===== src/sv/cls_pkg.sv =====
// Shared types and constants of the context load/store elimination block.
package cls_pkg;

  // Operation codes of an input beat.
  localparam logic [1:0] OP_BARRIER = 2'd0;
  localparam logic [1:0] OP_LOAD    = 2'd1;
  localparam logic [1:0] OP_STORE   = 2'd2;
  localparam logic [1:0] OP_UNUSED  = 2'd3;

  // Width of the epoch tag that replaces a flash clear of the valid bits.
  localparam int unsigned EPOCH_BITS = 8;

  // Commands from the controller to the datapath.
  typedef struct packed {
    logic load_item;  // capture the input beat
    logic idx_clr;    // restart the byte index
    logic rd;         // read the entry at offset plus index
    logic chk;        // check the entry just read
    logic chk_first;  // the check is the first byte of a lookup
    logic wr;         // write the item's entry at offset plus index
    logic clr_wr;     // write one invalid entry of the clearing pass
    logic epoch_inc;  // advance the epoch on a barrier
    logic out_load;   // load the result register
    logic res_hit;    // the result removes the item
  } cls_cmd_t;

  // Status from the datapath to the controller.
  typedef struct packed {
    logic [1:0] op;
    logic       err;
    logic       mode;
    logic       fail;
    logic       last;
    logic       wr_last;
    logic       wrap;
    logic       clr_last;
    logic       out_busy;
  } cls_stat_t;

endpackage


===== src/sv/cls_ctrl.sv =====
// Controller state machine that sequences the byte scans and writes.
module cls_ctrl import cls_pkg::*; (
  input  logic      clk_i,
  input  logic      rst_ni,
  input  logic      in_valid_i,
  output logic      in_stall_o,
  input  cls_stat_t stat_i,
  output cls_cmd_t  cmd_o
);

  localparam logic [2:0] ST_IDLE   = 3'd0;
  localparam logic [2:0] ST_DECIDE = 3'd1;
  localparam logic [2:0] ST_RD     = 3'd2;
  localparam logic [2:0] ST_CHK    = 3'd3;
  localparam logic [2:0] ST_WR     = 3'd4;
  localparam logic [2:0] ST_CLEAR  = 3'd5;
  localparam logic [2:0] ST_FIN    = 3'd6;

  logic [2:0] state_q, state_d;
  logic       first_q, first_d;
  logic       hit_q, hit_d;
  logic       item_q, item_d;

  always_ff @(posedge clk_i or negedge rst_ni) begin
    if (!rst_ni) begin
      state_q <= ST_CLEAR;
      first_q <= 1'b0;
      hit_q   <= 1'b0;
      item_q  <= 1'b0;
    end else begin
      state_q <= state_d;
      first_q <= first_d;
      hit_q   <= hit_d;
      item_q  <= item_d;
    end
  end

  assign in_stall_o = (state_q != ST_IDLE);

  // Next state and commands.
  always_comb begin
    state_d = state_q;
    first_d = first_q;
    hit_d   = hit_q;
    item_d  = item_q;
    cmd_o   = '0;
    case (state_q)
      ST_IDLE: begin
        if (in_valid_i) begin
          cmd_o.load_item = 1'b1;
          hit_d   = 1'b0;
          state_d = ST_DECIDE;
        end
      end
      ST_DECIDE: begin
        if (stat_i.op == OP_BARRIER) begin
          cmd_o.epoch_inc = 1'b1;
          item_d  = 1'b1;
          state_d = stat_i.wrap ? ST_CLEAR : ST_FIN;
        end else if (stat_i.err || (stat_i.op != OP_LOAD && stat_i.op != OP_STORE)) begin
          state_d = ST_FIN;
        end else if (!stat_i.mode && (stat_i.op == OP_LOAD)) begin
          first_d = 1'b1;
          state_d = ST_RD;
        end else if (stat_i.mode && (stat_i.op == OP_STORE)) begin
          first_d = 1'b0;
          state_d = ST_RD;
        end else begin
          state_d = ST_WR;
        end
      end
      ST_RD: begin
        cmd_o.rd = 1'b1;
        state_d  = ST_CHK;
      end
      ST_CHK: begin
        cmd_o.chk_first = first_q;
        if (stat_i.fail) begin
          cmd_o.idx_clr = 1'b1;
          state_d = ST_WR;
        end else begin
          cmd_o.chk = 1'b1;
          first_d   = 1'b0;
          if (stat_i.last) begin
            hit_d   = 1'b1;
            state_d = ST_FIN;
          end else begin
            state_d = ST_RD;
          end
        end
      end
      ST_WR: begin
        cmd_o.wr = 1'b1;
        if (stat_i.wr_last) begin
          state_d = ST_FIN;
        end
      end
      ST_CLEAR: begin
        cmd_o.clr_wr = 1'b1;
        if (stat_i.clr_last) begin
          state_d = item_q ? ST_FIN : ST_IDLE;
        end
      end
      ST_FIN: begin
        if (!stat_i.out_busy) begin
          cmd_o.out_load = 1'b1;
          cmd_o.res_hit  = hit_q;
          item_d  = 1'b0;
          state_d = ST_IDLE;
        end
      end
      default: begin
        state_d = ST_IDLE;
      end
    endcase
  end

endmodule


===== config.mk =====
export PLATFORM = sky130hd
export DESIGN_NAME = cls_ctrl
export DESIGN_NICKNAME = d
export VERILOG_FILES = /design/src/sv/cls_pkg.sv /design/src/sv/cls_ctrl.sv
export SDC_FILE = /design/constraint.sdc
export NUM_CORES = 1
export LEC_CHECK = 0
export BUFFER_PORTS_ARGS = -buffer_cell sky130_fd_sc_hd__buf_2
export CORE_MARGIN = 3
export CORE_UTILIZATION = 41
export CTS_CLUSTER_DIAMETER = 150
export DETAILED_ROUTE_END_ITERATION = 12
export HOLD_SLACK_MARGIN = 0.15
export PLACE_DENSITY = 0.78
export RECOVER_POWER = 50
export SLEW_MARGIN = 15
export SYNTH_ARGS = -nofsm -noshare
export SYNTH_HDL_FRONTEND = slang
export SYNTH_SLANG_ARGS = --single-unit

===== constraint.sdc =====
create_clock -name clk_i -period 2.41 [get_ports clk_i]
set_input_delay 0.482 -clock clk_i [delete_from_list [all_inputs] [get_ports clk_i]]
set_output_delay 0.482 -clock clk_i [all_outputs]
set_load 0.005 [all_outputs]

Yosys cells after proc, flatten, opt, wreduce, memory -nomap -nowiden
Cells that the tools add are included.

operators by class
  eq/ne operators = 20
  multiplexer cells = 39
  reduce and logical (&&, ||, !) cells = 15

operators with widths
  operator            count
  $mux 3              11
  $pmux 3 s7          1
  $mux 1              20
  $ne 2x2->1 const B  10
  $eq 3x3->1 const B  3
  $mux 2              4
  $reduce_and 4->1    2
  $eq 3x2->1 const B  2
  $pmux 1 s2          3
  $reduce_bool 2->1   3
  $reduce_and 5->1    1
  $eq 3x1->1 const B  1
  $logic_and 1x1->1   3
  $logic_not 3->1     1
  $ne 3x3->1 const B  1
  $reduce_and 3->1    1
  $reduce_bool 3->1   1
  $eq 2x1->1 const B  1
  $eq 2x2->1 const B  1
  $logic_not 2->1     1
  $ne 2x1->1 const B  1
  $logic_not 1->1     1
  $logic_or 1x1->1    1

storage, ports and cells
  register bits = 6

Logic depth before layout (Yosys ltp)
Gate-level depths: netlist (run 1).

  depth in word-level cells = 7
  depth in mapped cells = 6

Worst setup path before layout (run 1)
No wires, ideal clock.

  path type = reg-to-output
  from = register state_q[1]
  to = output port cmd_o[9] (netlist name)
  arrival time = 1.060 ns
  required time = 1.928 ns
  path slack = 0.868 ns
  cell stages (with the launch flop) = 4
  buffers on the path = 1
  path through = dfrtp_1 -> buf_2 -> or3_1 -> nor2_1

RTL lines
  element                 line            text
  start, declared         cls_ctrl.sv:19  logic [2:0] state_q, state_d;
  start signal, assigned  cls_ctrl.sv:31  state_q <= state_d;
  end, declared           cls_ctrl.sv:8   output cls_cmd_t cmd_o

==> results of run 1 <==
[critical path, delay by kind of cell (launching register included)]
family / cells / cell delay, ps
buffers and inverters: 1 / 130
flip-flops: 1 / 660
AND/OR/NAND/NOR: 3 / 600
[Yosys cell counts, types with 2 or more instances]
cell | n | share of area [%]
and2_1 | 3 | 3.3
nor2_1 | 8 | 5.2
o21ai_0 | 6 | 5.2
o32ai_1 | 2 | 3.0
ha_1 | 3 | 6.5
buf_2 | 2 | 1.7
nand2b_1 | 2 | 2.2
dfstp_2 | 2 | 9.1
a21oi_1 | 2 | 1.7
inv_1 | 5 | 3.3
nand2_1 | 4 | 2.6
dfrtp_1 | 4 | 17
clkbuf_1 | 2 | 1.3
mux2i_1 | 2 | 3.5
nor3b_1 | 6 | 7.8
nor2b_1 | 5 | 5.4
[cells by family after synthesis]
logic type,Yosys count,synth area share (%)
and+or+nand+nor,35,36.7
AOI/OAI and AO/OA,15,17.1
buffers and inverters,9,6.29
DFF,6,26.5
muxes,3,5.42
adders and majority gates,3,6.51
xor gates and xnor gates,1,1.52
[metal layers]
layer	GRT usage, %	wire [um]	vias up
met5	0	0	-
met1	20.0	603	255
li1	-	-	298
met4	7.23	10	0
met2	24.5	619	16
met3	2.90	56	2
[cell type report]
cell class,count,area (um2),area share (%)
Inverter,5,18.8,2.60
Multi-Input combinational cell,57,383,53.1
Sequential cell,6,153,21.2
Clock buffer,4,26.3,3.65
Tap cell,14,17.5,2.43
Timing Repair Buffer,24,123,17.0
[how the worst min path moves through the flow]
| stage | to | slack, ps | from | cells past startpoint |
|---|---|---|---|---|
| 3_3_place_gp | item_q | 310 | rst_ni | 1 |
| 5_1_grt | hit_q | 510 | stat_i[4] | 3 |
| 2_1_floorplan | first_q | 190 | rst_ni | 0 |
| 3_5_place_dp | item_q | 310 | rst_ni | 1 |
| 6_report | hit_q | 500 | hit_q | 2 |
| 4_1_cts | hit_q | 500 | hit_q | 2 |
[stage by stage]
stage          total power, mW  std cells  hold slack [ps]
2_1_floorplan            0.498         72              186
3_3_place_gp             0.590        105              308
3_5_place_dp             0.602        105              310
4_1_cts                  0.705        110              500
5_1_grt                  0.767        110              514
6_report                 0.692        110              496
[sequential cells by signal (all words and copies together), names as in the netlist]
name     cells
state_q      3
first_q      1
hit_q        1
item_q       1
[cell usage in the layout, fill, tap and decap left out]
| cell type | instances |
|---|---|
| buf_2 | 21 |
| nor2_1 | 8 |
| nor3b_1 | 6 |
| o21ai_0 | 6 |
| inv_1 | 5 |
| nor2b_1 | 5 |
| nand2_1 | 4 |
| dfrtp_1 | 4 |
| ha_1 | 3 |
| clkbuf_4 | 3 |
| clkbuf_1 | 3 |
| and2_1 | 2 |
| nand2b_1 | 2 |
| o32ai_1 | 2 |
| a21oi_1 | 2 |
| mux2i_1 | 2 |
| a211oi_1 | 2 |
| dfstp_2 | 2 |
| and4bb_2 | 1 |
| and3b_1 | 1 |
| or3_1 | 1 |
| and2_0 | 1 |
| a21o_1 | 1 |
| mux2_2 | 1 |
| nor3_1 | 1 |
| or3b_1 | 1 |
| o21ai_1 | 1 |
| and2b_2 | 1 |
| xor2_1 | 1 |
| a32oi_1 | 1 |
| nand4b_1 | 1 |
| dlygate4sd3_1 | 1 |
[power groups by stage]
stage          registers [mW]  clock network (mW)  logic [mW]
2_1_floorplan           0.191                   0       0.307
3_3_place_gp            0.260                   0       0.330
3_5_place_dp            0.266                   0       0.336
4_1_cts                 0.264               0.102       0.339
5_1_grt                 0.282               0.115       0.371
6_report                0.266              0.0967       0.329
==> run metrics, run 1 <==
crit path capture cmd_o[2]; reg-to-reg critical path startpoint state_q[2]; Site Rows 12; #FFs+latches synth 6; Critical-path top delay cell dfstp_2; Worst R2R End item_q; Finished Core Util ~59%; Post-Layout Inst Area roughly 720 um2; Tmin final 2110 ps; share of flip-flops with an asynchronous set or reset 100%; CP peak stage delay between 600 and 700 ps; Slew headroom between 60% and 70%; Sw Ratio 42.1%; drt initial violations 16; DRT Wirelength 1290 um; post-place setup slack ~560 ps; post-CTS setup buffers 0; CP Max Fanout 15; clock sinks 6; Synthesis Warnings 0; Syn Std Cell Area 577 um2; IO Pins 24; vias in the first global route 540; Yosys cell types 30; Gate Count Post-Synth ~70; Pre-antenna DRT Iters 4; sequential group share of total power 38.4%; H-tree Lvls 1; combinational power share around 48%; Reg2Reg Setup Slack around 900 ps; Clk pwr share 14.0%; Peak VDD IR 0.738 mV; DR WL/cell about 12 um; core area 1220 um2; post-route antenna net violation count 0; die span in y 43.5 um; period utilization 87.4%; via/cell ratio just over 5; largest net degree at the start of global routing 23; worst min-delay path class flip-flop to flip-flop; RSZ-0062 raised after global routing no; Layout area overhead 24.9%; Worst Max-Slew Pin Slew 554 ps; Synth Flop Type dfrtp_1; fin worst setup slack ~300 ps; Worst EP required between 1500 and 2000 ps; vias roughly 570; Final #Nets ~110; first-pass GRT wire length ~2300 um; hpwl dp a little over 1000 um; CTS clk-pin slew, worst paths about 40 ps; NetSw a little under 300 uW; GRT Total Usage 15.4%; Clock Root Buffer clkbuf_4; Max Clock Freq around 470 MHz; Clock Skews roughly 11 ps; DRC 0; Worst R2R Path Depth 4; TritonCTS Buffers 3; P_leak ~0.35 nW; worst path cell trace nand2b_1, nor2_1, and2_0, buf_2; Worst setup SP type flip-flop; TritonCTS clock tree yes; worst endpoint data arrival time approximately 1600 ps; maxcap violations 0; ant diodes 0; status complete, no violations; clk_lat worst skew 240 ps; DP Area a little under 700 um2; cts hold-fix bufs 1; Final Hold Viols 0; nature of the critical path endpoint output pin; port bufs 23; critical path type flip-flop to output pin; total congestion overflow 0; setup TNS 0 ps; die width 43.5 um; RD Place Congestion slightly below 0.8; setup violators final 0; PwrDens around 960 nW/um2; DIE AREA between 1500 and 2000 um2; worst setup path start state_q[2]; syn_area_per_cell between 8 and 9 um2; number of gates resized after CTS 0; sequential area share after synthesis between 20% and 30%; EDFF count, synth 0; initial antenna violation count 0; fraction of layout cells with a size suffix above 1 a little under a third; syn_nets 88; internal power approximately 400 uW; Initial Util 47.4%; fillers 102; clock buffer depth 2; Pins Over Slew Limit 0
(Power assumes the default switching activity.)
==> run 2, diff against run 1 <==
--- a/config.mk
+++ b/config.mk
@@ -5,13 +5,14 @@
 export SDC_FILE = /design/constraint.sdc
 export NUM_CORES = 1
 export LEC_CHECK = 0
+export ABC_AREA = 1
 export BUFFER_PORTS_ARGS = -buffer_cell sky130_fd_sc_hd__buf_2
 export CORE_MARGIN = 3
 export CORE_UTILIZATION = 41
 export CTS_CLUSTER_DIAMETER = 150
 export DETAILED_ROUTE_END_ITERATION = 12
 export HOLD_SLACK_MARGIN = 0.15
-export PLACE_DENSITY = 0.78
+export PLACE_DENSITY = 0.73
 export RECOVER_POWER = 50
 export SLEW_MARGIN = 15
 export SYNTH_ARGS = -nofsm -noshare
==> run 2 against run 1 <==
Compared with the run above:
- critical path depth stayed put
- clock-buffer cell count stayed put
- global-route usage is 0.28 points lower
- area after synthesis is 1.1% lower
- critical path type unchanged
- largest power group unchanged
==> run metrics, run 2 <==
nature of the critical path endpoint output pin; fraction of layout cells with a size suffix above 1 30.5% (+0.30 points); fillers 120 (+18%); initial antenna violation count 0 (unchanged); Synth Area in Simple Gates 44.5% (+7.9 points); syn_area_per_cell 6.27 um2 (-22%); Largest register FFs 3 (unchanged); Pins Over Slew Limit 0 (unchanged); number of gates resized after CTS 0 (unchanged); TritonCTS Buffers 3 (unchanged); clock sinks 6 (unchanged); Worst R2R End first_q; H-tree Lvls 1 (unchanged); post-route antenna net violation count 0 (unchanged); core area 1200 um2 (-1.2%); Clock Skews 10.3 ps (-0.994 ps); first-pass GRT wire length 2190 um (-3.1%); top cell type by total area after synthesis dfrtp_1; Worst Max-Slew Pin Slew 351 ps (-203 ps); DIE AREA 1880 um2 (-0.92%); status complete, no violations; Finished Core Util 60.4% (+1.2 points); hpwl dp 1130 um (+10%); vias in the first global route 554 (+2.6%); RD Place Congestion 0.766 (-1.2%); Syn Std Cell Area 571 um2 (-1.1%); EDFF count, synth 0 (unchanged); die width 43.3 um (-0.46%); Layout area overhead 27.2%; largest net degree at the start of global routing 11 (-52%); Pre-antenna DRT Iters 4 (unchanged); P_leak 0.453 nW (+29%); Final Hold Viols 0 (unchanged); reg-to-reg critical path startpoint state_q[2]; drt initial violations 12 (-4); clock buffer depth 2 (unchanged); post-place setup slack 744 ps (+187 ps); worst min-delay path class flip-flop to flip-flop; IO Pins 24 (unchanged); Final #Nets 135 (+19%); clk_lat worst skew 240 ps (about the same); maxcap violations 0 (unchanged); port bufs 23 (unchanged); Tmin final 1970 ps (-134 ps); hold path cells 2 (unchanged); Max Clock Freq 507 MHz (+6.8%); Gate Count Post-Synth 91 (+26%); GRT Total Usage 15.1% (-0.28 points); ant diodes 0 (unchanged); Site Rows 12 (unchanged); mux share of post-synthesis cell area 0% (-5.4 points); Peak VDD IR 0.528 mV (-28%); largest family of logic cells by synthesized area simple AND/OR/NAND/NOR gates; Tot Pwr 709 uW (+2.5%); TritonCTS clock tree yes; share of flip-flops with an asynchronous set or reset 100% (unchanged); Reg2Reg Setup Slack 860 ps (-40 ps); setup TNS 0 ps (unchanged); #FFs+latches synth 6 (unchanged); critical path type flip-flop to output pin; PwrDens 977 nW/um2 (+1.8%); total congestion overflow 0 (unchanged); DRT Wirelength 1330 um (+3.2%); Synth Area in Adders 6.58% (+0.071 points); period utilization 81.8% (-5.6 points); worst endpoint data arrival time 1490 ps (-130 ps); Slew headroom 76.6% (+14 points); top cells by area, synth dfrtp_1 18%, nand2_1 14%, dfstp_2 9.2%; xor/xnor share of the synthesized area 0% (-1.5 points); RSZ-0062 raised after global routing no; fin worst setup slack 438 ps (+134 ps); setup violators final 0 (unchanged); Commonest cells post-synth 22 x nand2_1, 14 x inv_1, 13 x nor2_1, 7 x nand3_1; CP Max Fanout 10 (-5); Yosys cell types 20 (-33%); Hold EP first_q; die span in y 43.3 um (-0.46%); Worst R2R Path Depth 7 (+3); most frequent cell after synthesis nand2_1; vias 612 (+7.2%); Reg with most FFs state_q; via/cell ratio 4.64 (-11%); Synth Area in Compound Gates 8.33% (-8.8 points); Worst setup SP type flip-flop; Clock Root Buffer clkbuf_4; DR WL/cell 10.1 um (-14%); syn_nets 107 (+22%); Synth top area share 17.5% (+0.19 points); Synthesis Warnings 0 (unchanged); Synth Flop Type dfrtp_1; CTS clk-pin slew, worst paths 50 ps (about the same); DRC 0 (unchanged); sequential area share after synthesis 26.8% (+0.29 points); Worst EP required 1930 ps (about the same); hold_sp first_q; commonest non-fill, non-tap cells in the layout 22 x nand2_1, 22 x buf_2, 16 x inv_1; Initial Util 47.5% (+0.072 points)
## run 2: worst max-delay path, cell delays in order, from the launching register on
cell,delay (ps)
dfstp_1,710
inv_1,120
nand3_1,230
nor2_1,60
buf_2,130
## run 2: routing by layer
metal / part of all wire [%] / global-route usage, % / vias up
met1: 50 / 20.8 / 254
met3: 5.9 / 2.54 / 0
met4: 0 / 3.61 / 0
li1: - / - / 339
met5: 0 / 0 / -
met2: 44 / 24.5 / 19
## run 2: what timing repair did
item / 4_1_cts / 5_1_grt
hold endpoints to repair: 4 / 0
buffers inserted: 0 / 0
hold buffers: 1 / 0
## run 2: worst max-delay path by stage
| stage | start | endpoint |
|---|---|---|
| floorplan | stat_i[8] | cmd_o[2] |
| global placement | stat_i[8] | cmd_o[2] |
| detailed placement | stat_i[8] | cmd_o[2] |
| CTS | state_q[2] | cmd_o[6] |
| global route | state_q[2] | cmd_o[2] |
| finish | state_q[2] | cmd_o[2] |
## run 2: cell families (layout without fill, tap and decap cells)
kind of cell / Yosys count / in the layout
AO/OA/AOI/OAI: 8 / 8
buffers and inverters: 20 / 47
AND/OR/NAND/NOR: 54 / 54
flip-flops: 6 / 6
adder cells (fa/ha/maj): 3 / 3
## run 2: metrics by stage
stage | hold WS, ps | cells | cell area (um2)
floorplan | 186 | 91 | 571
global placement | 309 | 127 | 696
detailed placement | 309 | 127 | 696
CTS | 505 | 132 | 732
global route | 539 | 132 | 726
finish | 501 | 132 | 726
## run 2: where the power goes
part / leakage, nW / internal [mW] / switching (mW)
logic: 0.366 / 0.145 / 0.241
registers: 0.0720 / 0.160 / 0.0636
clock network: 0.0150 / 0.0627 / 0.0367
total: 0.453 / 0.368 / 0.341
## run 2: cell type report
cell class	instances	area, um2	area share, %
multi-input cells	65	334	46.0
flip-flops and latches	6	153	21.0
repair buffers	24	124	17.1
inverters	19	71.3	9.83
clock buffers	4	26.3	3.62
well taps	14	17.5	2.41
